## src/sv/nce_pkg.sv

```systemverilog
// Shared types, constants and helpers for the coordinate extractor.
// No dependencies; imported by every module of the block.
`timescale 1ns / 1ps

package nce_pkg;

    localparam int FRACTION_DIGITS_DEF = 5;
    localparam int IDX_W               = 4;
    localparam int CFG_IDX_W           = 1;
    localparam int FRAC_W              = 24;   // holds 10^7 - 1
    localparam int DEG_W               = 10;   // up to three degree digits
    localparam int MINS_W              = 7;
    localparam int COORD_W             = 34;

    localparam logic [CFG_IDX_W-1:0] REG_FIRST_IDX  = 1'b0;
    localparam logic [CFG_IDX_W-1:0] REG_SECOND_IDX = 1'b1;

    localparam logic [IDX_W-1:0] FIRST_IDX_RST  = 4'd4;
    localparam logic [IDX_W-1:0] SECOND_IDX_RST = 4'd6;
    localparam logic [IDX_W-1:0] MAX_TOKENS     = 4'd15;

    localparam logic [7:0] CH_COMMA = 8'h2C;
    localparam logic [7:0] CH_DOT   = 8'h2E;
    localparam logic [7:0] CH_ZERO  = 8'h30;
    localparam logic [7:0] CH_NINE  = 8'h39;

    // Unconverted coordinate captured at token end; fields are zero when not ok.
    typedef struct packed {
        logic              ok;
        logic [DEG_W-1:0]  deg;
        logic [MINS_W-1:0] mins;
        logic [FRAC_W-1:0] fpad;   // fraction padded to FRACTION_DIGITS digits
    } coord_raw_t;

    typedef struct packed {
        logic s2;
        logic s3;
        logic out_en;
    } pipe_en_t;

    function automatic logic [FRAC_W-1:0] pow10(input int n);
        logic [FRAC_W-1:0] p;
        p = FRAC_W'(1);
        for (int i = 0; i < 7; i++)
        begin
            if (i < n)
                p = FRAC_W'(p * FRAC_W'(10));
        end
        return p;
    endfunction

endpackage

```

## src/sv/nmea_coordinate_extractor_top.sv

```systemverilog
// Coordinate extractor top: config registers, parser, result pipeline.
// A result is registered in stage 1, stage 2, stage 3 and the output stage before it is offered.
// Throughput: one byte per cycle; the result pipeline fills its free slots,
// so input stalls only when all four result stages hold unread results.
// Reset: indices return to 4 and 6, token state and held coordinate clear.
// Depends on nce_pkg, nce_parser and nce_convert.
`timescale 1ns / 1ps

module nmea_coordinate_extractor_top #(
    parameter int FRACTION_DIGITS = nce_pkg::FRACTION_DIGITS_DEF
) (
    input  logic                            clk,
    input  logic                            rst_n,
    input  logic                            cfg_wr_en,
    input  logic [nce_pkg::CFG_IDX_W-1:0]   cfg_index,
    input  logic [nce_pkg::IDX_W-1:0]       cfg_data,
    input  logic                            in_valid,
    output logic                            in_ready,
    input  logic [7:0]                      data_byte,
    input  logic                            frame_start,
    input  logic                            frame_end,
    output logic                            out_valid,
    input  logic                            out_ready,
    output logic [nce_pkg::COORD_W-1:0]     first_coord,
    output logic                            first_valid,
    output logic [nce_pkg::COORD_W-1:0]     second_coord,
    output logic                            second_valid
);
    import nce_pkg::*;

    logic [IDX_W-1:0] first_idx_reg, second_idx_reg;
    logic             accept;
    logic             emit;
    coord_raw_t       first_raw, second_raw;
    coord_raw_t       first_s1_reg, second_s1_reg;
    logic             v1_reg, v2_reg, v3_reg, vo_reg;
    logic             en1;
    pipe_en_t         en;

    // config writes
    always_ff @(posedge clk or negedge rst_n)
    begin
        if (!rst_n)
        begin
            first_idx_reg  <= FIRST_IDX_RST;
            second_idx_reg <= SECOND_IDX_RST;
        end
        else if (cfg_wr_en)
        begin
            case (cfg_index)
                REG_FIRST_IDX:  first_idx_reg  <= cfg_data;
                REG_SECOND_IDX: second_idx_reg <= cfg_data;
                default: ;
            endcase
        end
    end

    // a stage loads when it is empty or its contents move on
    always_comb
    begin
        en.out_en = !vo_reg || out_ready;
        en.s3     = !v3_reg || en.out_en;
        en.s2     = !v2_reg || en.s3;
        en1       = !v1_reg || en.s2;
    end

    assign in_ready = en1;
    assign accept   = in_valid && en1;

    nce_parser #(
        .FRACTION_DIGITS(FRACTION_DIGITS)
    ) u_parser (
        .clk         (clk),
        .rst_n       (rst_n),
        .accept      (accept),
        .data_byte   (data_byte),
        .frame_start (frame_start),
        .frame_end   (frame_end),
        .first_idx   (first_idx_reg),
        .second_idx  (second_idx_reg),
        .emit        (emit),
        .first_raw   (first_raw),
        .second_raw  (second_raw)
    );

    always_ff @(posedge clk)
    begin
        if (en1)
        begin
            first_s1_reg  <= first_raw;
            second_s1_reg <= second_raw;
        end
    end

    always_ff @(posedge clk or negedge rst_n)
    begin
        if (!rst_n)
        begin
            v1_reg <= 1'b0;
            v2_reg <= 1'b0;
            v3_reg <= 1'b0;
            vo_reg <= 1'b0;
        end
        else
        begin
            if (en1)
                v1_reg <= accept && emit;
            if (en.s2)
                v2_reg <= v1_reg;
            if (en.s3)
                v3_reg <= v2_reg;
            if (en.out_en)
                vo_reg <= v3_reg;
        end
    end

    nce_convert #(
        .FRACTION_DIGITS(FRACTION_DIGITS)
    ) u_conv_first (
        .clk   (clk),
        .en    (en),
        .raw   (first_s1_reg),
        .coord (first_coord),
        .ok    (first_valid)
    );

    nce_convert #(
        .FRACTION_DIGITS(FRACTION_DIGITS)
    ) u_conv_second (
        .clk   (clk),
        .en    (en),
        .raw   (second_s1_reg),
        .coord (second_coord),
        .ok    (second_valid)
    );

    assign out_valid = vo_reg;

endmodule

```

## src/sv/nce_parser.sv

```systemverilog
// Byte-wise tokenizer: splits the frame at commas and accumulates ddmm.mmmm digits.
// Holds the first captured coordinate; depends on nce_pkg.
`timescale 1ns / 1ps

module nce_parser #(
    parameter int FRACTION_DIGITS = nce_pkg::FRACTION_DIGITS_DEF
) (
    input  logic                       clk,
    input  logic                       rst_n,
    input  logic                       accept,
    input  logic [7:0]                 data_byte,
    input  logic                       frame_start,
    input  logic                       frame_end,
    input  logic [nce_pkg::IDX_W-1:0]  first_idx,
    input  logic [nce_pkg::IDX_W-1:0]  second_idx,
    output logic                       emit,
    output nce_pkg::coord_raw_t        first_raw,
    output nce_pkg::coord_raw_t        second_raw
);
    import nce_pkg::*;

    typedef struct packed {
        logic [DEG_W-1:0]  deg;
        logic [3:0]        mt;    // minutes tens digit
        logic [3:0]        mo;    // minutes ones digit
        logic [FRAC_W-1:0] fpad;
        logic [2:0]        idig;
        logic              dot;
        logic [2:0]        fdig;
        logic              bad;
    } tok_t;

    logic [IDX_W-1:0] count_reg, count_next;
    logic             in_tok_reg, in_tok_next;
    logic             done_reg, done_next;
    tok_t             tok_reg, tok_next;
    coord_raw_t       held_reg, held_next;

    function automatic tok_t take_char(input tok_t t, input logic [7:0] c);
        tok_t r;
        r = t;
        if (c >= CH_ZERO && c <= CH_NINE)
        begin
            if (!t.dot)
            begin
                if (t.idig < 3'd5)
                begin
                    r.deg  = DEG_W'(14'(t.deg) * 14'd10 + 14'(t.mt));
                    r.mt   = t.mo;
                    r.mo   = c[3:0];
                    r.idig = t.idig + 3'd1;
                end
                else
                begin
                    r.idig = 3'd6;
                    r.bad  = 1'b1;
                end
            end
            else if (int'(t.fdig) < FRACTION_DIGITS)
            begin
                r.fpad = FRAC_W'(t.fpad + FRAC_W'(c[3:0])
                                 * pow10(FRACTION_DIGITS - 1 - int'(t.fdig)));
                r.fdig = t.fdig + 3'd1;
            end
        end
        else if (c == CH_DOT && !t.dot)
            r.dot = 1'b1;
        else
            r.bad = 1'b1;
        return r;
    endfunction

    function automatic coord_raw_t finish(input tok_t t);
        coord_raw_t r;
        r.ok   = t.dot && !t.bad && t.idig >= 3'd2 && t.idig <= 3'd5;
        r.deg  = r.ok ? t.deg : '0;
        r.mins = r.ok ? MINS_W'(8'(t.mt) * 8'd10 + 8'(t.mo)) : '0;
        r.fpad = r.ok ? t.fpad : '0;
        return r;
    endfunction

    always_comb
    begin
        logic       is_comma;
        logic       do_end;
        coord_raw_t cur;
        count_next  = count_reg;
        in_tok_next = in_tok_reg;
        done_next   = done_reg;
        tok_next    = tok_reg;
        held_next   = held_reg;
        emit        = 1'b0;
        do_end      = 1'b0;
        is_comma    = (data_byte == CH_COMMA);

        if (frame_start)
        begin
            count_next  = '0;
            in_tok_next = 1'b0;
            done_next   = 1'b0;
        end
        if (!done_next)
        begin
            if (is_comma)
            begin
                do_end = in_tok_next;
            end
            else
            begin
                if (!in_tok_next)
                begin
                    if (count_next == MAX_TOKENS)
                        done_next = 1'b1;
                    else
                    begin
                        count_next  = count_next + 1'b1;
                        tok_next    = '0;
                        in_tok_next = 1'b1;
                    end
                end
                if (in_tok_next)
                    tok_next = take_char(tok_next, data_byte);
                do_end = frame_end && in_tok_next && !done_next;
            end
        end

        cur = finish(tok_next);
        if (do_end)
        begin
            in_tok_next = 1'b0;
            if (count_next == first_idx)
                held_next = cur;
            if (count_next == second_idx)
            begin
                emit      = 1'b1;
                done_next = 1'b1;
            end
        end
        if (frame_end)
        begin
            done_next   = 1'b1;
            in_tok_next = 1'b0;
        end
        first_raw  = held_next;
        second_raw = cur;
    end

    always_ff @(posedge clk or negedge rst_n)
    begin
        if (!rst_n)
        begin
            count_reg  <= '0;
            in_tok_reg <= 1'b0;
            done_reg   <= 1'b0;
            tok_reg    <= '0;
            held_reg   <= '0;
        end
        else if (accept)
        begin
            count_reg  <= count_next;
            in_tok_reg <= in_tok_next;
            done_reg   <= done_next;
            tok_reg    <= tok_next;
            held_reg   <= held_next;
        end
    end

endmodule

```

## src/sv/nce_convert.sv

```systemverilog
// Three-stage conversion of a captured ddmm.mmmm value to 1e-7 degree units.
// Minutes are divided by 60 through a reciprocal multiply; depends on nce_pkg.
`timescale 1ns / 1ps

module nce_convert #(
    parameter int FRACTION_DIGITS = nce_pkg::FRACTION_DIGITS_DEF
) (
    input  logic                        clk,
    input  nce_pkg::pipe_en_t           en,
    input  nce_pkg::coord_raw_t         raw,
    output logic [nce_pkg::COORD_W-1:0] coord,
    output logic                        ok
);
    import nce_pkg::*;

    localparam logic [29:0] MIN_SCALE  = 30'd10000000;
    localparam logic [29:0] FRAC_SCALE = 30'(pow10(7 - FRACTION_DIGITS));
    localparam logic [56:0] RECIP15    = 57'h11111112;   // ceil(2^32 / 15)

    logic [29:0]        m_reg, m_next;          // minutes * 10^7
    logic [COORD_W-1:0] dsc2_reg, dsc2_next;    // degrees * 10^7
    logic               ok2_reg;
    logic [23:0]        q_reg, q_next;          // minutes * 10^7 / 60
    logic [COORD_W-1:0] dsc3_reg;
    logic               ok3_reg;
    logic [COORD_W-1:0] coord_reg, coord_next;
    logic               ok_reg;
    logic [56:0]        prod;

    always_comb
    begin
        m_next     = 30'(raw.mins) * MIN_SCALE + 30'(raw.fpad) * FRAC_SCALE;
        dsc2_next  = COORD_W'(raw.deg) * COORD_W'(10000000);
        // floor(m/60) = floor(floor(m/4)/15); exact for the 28-bit quotient
        prod       = 57'(m_reg[29:2]) * RECIP15;
        q_next     = prod[55:32];
        coord_next = dsc3_reg + COORD_W'(q_reg);
    end

    always_ff @(posedge clk)
    begin
        if (en.s2)
        begin
            m_reg    <= m_next;
            dsc2_reg <= dsc2_next;
            ok2_reg  <= raw.ok;
        end
        if (en.s3)
        begin
            q_reg    <= q_next;
            dsc3_reg <= dsc2_reg;
            ok3_reg  <= ok2_reg;
        end
        if (en.out_en)
        begin
            coord_reg <= coord_next;
            ok_reg    <= ok3_reg;
        end
    end

    assign coord = coord_reg;
    assign ok    = ok_reg;

endmodule
```

## config.mk

```make
export PLATFORM = sky130hd
export DESIGN_NAME = nmea_coordinate_extractor_top
export DESIGN_NICKNAME = d
export VERILOG_FILES = /design/src/sv/nce_pkg.sv /design/src/sv/nmea_coordinate_extractor_top.sv /design/src/sv/nce_parser.sv /design/src/sv/nce_convert.sv
export SDC_FILE = /design/constraint.sdc
export NUM_CORES = 2
export LEC_CHECK = 0
export ABC_CLOCK_PERIOD_IN_PS = 32900
export BUFFER_PORTS_ARGS = -buffer_cell sky130_fd_sc_hd__clkbuf_2
export CELL_PAD_IN_SITES_DETAIL_PLACEMENT = 2
export CELL_PAD_IN_SITES_GLOBAL_PLACEMENT = 2
export CORE_AREA = 2 2 343 345
export DETAILED_ROUTE_END_ITERATION = 6
export DIE_AREA = 0 0 345 347
export GPL_TIMING_DRIVEN = 0
export PLACE_DENSITY = 0.95
export SYNTH_ARGS = -nofsm -noshare
export SYNTH_HDL_FRONTEND = slang
export SYNTH_SLANG_ARGS = --single-unit
```

## constraint.sdc

```tcl
create_clock -name clk -period 32.9 [get_ports clk]
set_clock_uncertainty 0.15 [all_clocks]
set_input_delay 1.645 -clock clk [delete_from_list [all_inputs] [get_ports clk]]
set_output_delay 1.645 -clock clk [all_outputs]
set_load 0.1 [all_outputs]
```

==> reports/qor.csv <==
stage,metric,value,unit
cells_and_area,# fillers,11800,
cells_and_area,most frequent cells in the layout,"1,088 x inv_1, 1,087 x ha_1, 433 x fa_1, 370 x edfxtp_1, 299 x nand2_1",
setup_path,FF-to-FF End,first_s1_reg[23],
run_status,failing checks,"DRC, capacitance limit, slew limit",
synthesis,mapped cell area,0.05428,mm2
synthesis,syn_area_per_cell,10.14,um2
cells_and_area,synthesis-to-layout area growth,8.764,%
floorplanning,FP Rows,125,
floorplanning,I/O pin cnt,92,
cells_and_area,max reg flops,49,
clock_tree,Clock Pin Slew Worst Setup and Hold Paths,0.07,ns
detailed_routing,initial drt markers,6589,
floorplanning,Die W,345,um
power,power density over cell area,26.72,mW/mm2
global_routing,initial antenna violation count,40,
setup_path,Setup crit start,frame_start,
detailed_routing,DRC,23,
global_routing,grt total ovfl,0,
floorplanning,Initial Utilization,46.90,%
sta,period utilization,54.87,%
cells_and_area,"commonest non-fill, non-tap cell in the layout",inv_1,
cells_and_area,share of cells above drive strength 1,6.482,%
setup_path,most frequent CP cell,ha_1,
clock_tree,Num CTS Buffers,59,
sta,slew at the pin closest to its max-slew limit,2.077,ns
global_routing,largest net degree at the start of global routing,103,
setup_path,FF-to-FF setup slack,15.92,ns
placed_design,RePlAce Congestion,0.8931,
cells_and_area,register area,0.01387,mm2
cells_and_area,NumNets Final,7058,
setup_path,slowest CP cell,clkbuf_1,
detailed_routing,Routed Antenna Nets,0,
setup_path,kind of end point of the critical path,register,
detailed_routing,DRT Wirelength,306000,um
power,Worst IR Drop VDD,0.04838,mV
sta,Slew HR,-39.53,%
placed_design,Post-DP HPWL,180300,um
detailed_routing,WL per Instance,42.89,um
sta,RSZ-0062 raised after global routing,false,
clock_tree,CTS sink cnt,480,
power,clock share of power,47.8,%
clock_tree,CTS Hold Buffers Added,0,
global_routing,vias in the first global route,54870,
sta,FMAX,55.39,MHz
hold_path,min-delay src,u_conv_second.dsc2_reg[7],
synthesis,asr flop ratio synth,22.92,%
synthesis,Post-synth EDFFs,370,
run_status,status,"finished, violations left",
sta,Setup WS post-layout,14.85,ns
clock_tree,CTS Buffer Depth,3,
run,Max-cap violations,9,
power,Switching Fraction,30.95,%
sta,post-route minimum period,18.05,ns
synthesis,Cells after Synth,5355,
detailed_routing,First-pass DRT Iterations,7,
synthesis,number of synthesized register bits,480,
placed_design,Setup WS pre-CTS,15.81,ns
power,switching power,0.4882,mW
floorplanning,area of the core,0.1157,mm2
sta,Fin Setup TNS,0,ns
clock_tree,TritonCTS clock tree,yes,
setup_path,Critical Path Start Type,primary input,
floorplanning,Die H,347,um
global_routing,first-pass GRT wire length,398500,um
placed_design,Placed Area,0.05687,mm2
power,Seq pwr share,42.1,%
power,cell internal pwr,1.089,mW
setup_path,CP Class,in2reg,
detailed_routing,Vias,50210,
synthesis,Synth cell types,103,
setup_path,Worst path max stage delay,0.77,ns
clock_tree,Root Buffer,clkbuf_16,
detailed_routing,vias per std cell,7.039,
setup_path,crit path to,first_s1_reg[23],
cells_and_area,Post-Layout Inst Area,0.05904,mm2
clock_tree,H-tree depth,2,
placed_design,# port buffers,90,
synthesis,Ys Warns,0,
global_routing,Total Routing Usage GR,46.00,%
power,Leak,33.05,nW
setup_path,Required @ worst endpoint,33.35,ns
sta,Final Hold Viols,0,
floorplanning,die area,0.1197,mm2
synthesis,prevailing post-synth register cell,edfxtp_1,
synthesis,register area share after synthesis,25.55,%
setup_path,arrival time worst endpoint,18.51,ns
sta,Slew Limit Fails,47,
sta,Setup-failing EPs final,0,
clock_tree,Post-CTS Repair Setup Buffers,0,
setup_path,R2R depth,54,
setup_path,RR Startpoint,u_parser.count_reg[0],
setup_path,worst-path fanout max,12,
clock_tree,worst skew pair latency,0.77,ns
hold_path,Hold Path Class,reg2reg,
cells_and_area,footprint of the multi-input gates,0.03606,mm2
power,combinational share of power,10.1,%
clock_tree,post_cts resized,0,
Yosys cell counts, drive strengths merged, types with 6 or more instances:
master | number | area, um2
o211ai | 12 | 90.09
nand2 | 301 | 1132
and3 | 58 | 362.9
a41oi | 11 | 96.34
edfxtp | 370 | 11110
a31oi | 20 | 140.1
nand2b | 43 | 276.5
buf | 23 | 127.6
mux2 | 73 | 822.0
a311oi | 7 | 61.31
nor2 | 265 | 1040
nand3 | 65 | 335.3
mux2i | 8 | 92.59
or2 | 15 | 93.84
o21ai | 159 | 799.5
ha | 1087 | 13600
and2 | 43 | 269.0
a211o | 6 | 52.55
a31o | 7 | 61.31
and4 | 6 | 52.55
o21a | 36 | 270.3
nor3 | 78 | 417.9
or3 | 14 | 92.59
o31ai | 30 | 270.3
a22o | 32 | 280.3
nand4 | 17 | 106.4
a22oi | 9 | 67.56
dfrtp | 107 | 2678
inv | 1090 | 4091
xor2 | 84 | 735.7
o21bai | 33 | 247.7
nor2b | 47 | 294.0
clkbuf | 48 | 180.2
a211oi | 32 | 245.2
nor3b | 9 | 67.56
fa | 433 | 8668
a21o | 76 | 570.6
o41ai | 8 | 70.07
a21boi | 19 | 142.6
xnor2 | 235 | 2058
a21oi | 267 | 1344
kinds of logic (layout without fill, tap and decap cells):
| logic type | Yosys count | in the layout | synth area share, % |
|---|---|---|---|
| adder cells (fa/ha/maj) | 1520 | 1520 | 41.03 |
| other | 1 | 43 | 0.006909 |
| flip-flops | 480 | 480 | 25.55 |
| multiplexers | 81 | 81 | 1.685 |
| AND/OR/NAND/NOR | 977 | 977 | 8.633 |
| buffers and inverters | 1161 | 1374 | 8.105 |
| XOR/XNOR | 322 | 322 | 5.274 |
| AO/OA/AOI/OAI | 813 | 813 | 9.721 |
routing by layer:
| layer | global-route usage (%) | part of all wire [%] |
|---|---|---|
| met2 | 75.85 | 44 |
| met3 | 15.10 | 11 |
| met1 | 46.54 | 32 |
| met4 | 41.35 | 13 |
| met5 | 1.120 | 0.25 |
power by group through the flow:
stage	Clock [mW]	Sequential [mW]	Combinational, mW
3_5_place_dp	0	0.674	0.137
5_1_grt	0.761	0.664	0.160
6_report	0.754	0.664	0.159
4_1_cts	0.732	0.663	0.146
3_3_place_gp	0	0.673	0.126
2_1_floorplan	0	0.700	0.0643
worst max-delay path: cells and delay by family:
kind | cells | cell delay, ns
AO/OA/AOI/OAI | 20 | 5.81
XOR/XNOR | 4 | 1.09
adder cells (fa/ha/maj) | 12 | 4.63
buffers and inverters | 10 | 2.76
multiplexers | 1 | 0.28
AND/OR/NAND/NOR | 9 | 2.24
cell type report:
| cell class | count | share of cell area, % |
|---|---|---|
| multi-input cells | 3715 | 61.08 |
| clock inverters | 40 | 0.7164 |
| inverters | 1090 | 6.935 |
| plain buffers | 71 | 0.5214 |
| well taps | 1524 | 3.230 |
| diodes | 41 | 0.1738 |
| flip-flops and latches | 480 | 23.49 |
| clock buffers | 72 | 2.706 |
| repair buffers | 101 | 1.147 |
per-stage QoR:
stage                     util (%)  hold WS, ns  instances  power [mW]
after CTS                    50.89       0.2562       7091       1.541
after detailed placement     49.14       0.2551       6979      0.8110
final                        51.01       0.2595       7134       1.577
after global placement       48.94       0.2507       6970      0.7989
after floorplan                  -       0.2503       5356      0.7645
after global routing         50.94       0.2519       7103       1.585
worst min path at each step:
stage | endpoint | slack [ns] | cells past startpoint
after floorplan | u_conv_first.coord[0] | 0.25 | 0
after CTS | u_conv_second.dsc3_reg[7] | 0.26 | 0
after global placement | u_conv_first.dsc3_reg[32] | 0.25 | 0
after detailed placement | u_conv_first.dsc3_reg[28] | 0.26 | 0
after global routing | u_conv_second.dsc3_reg[7] | 0.25 | 0
final | u_conv_second.dsc3_reg[7] | 0.26 | 0
Note: power is estimated with default switching activity, not from simulation.
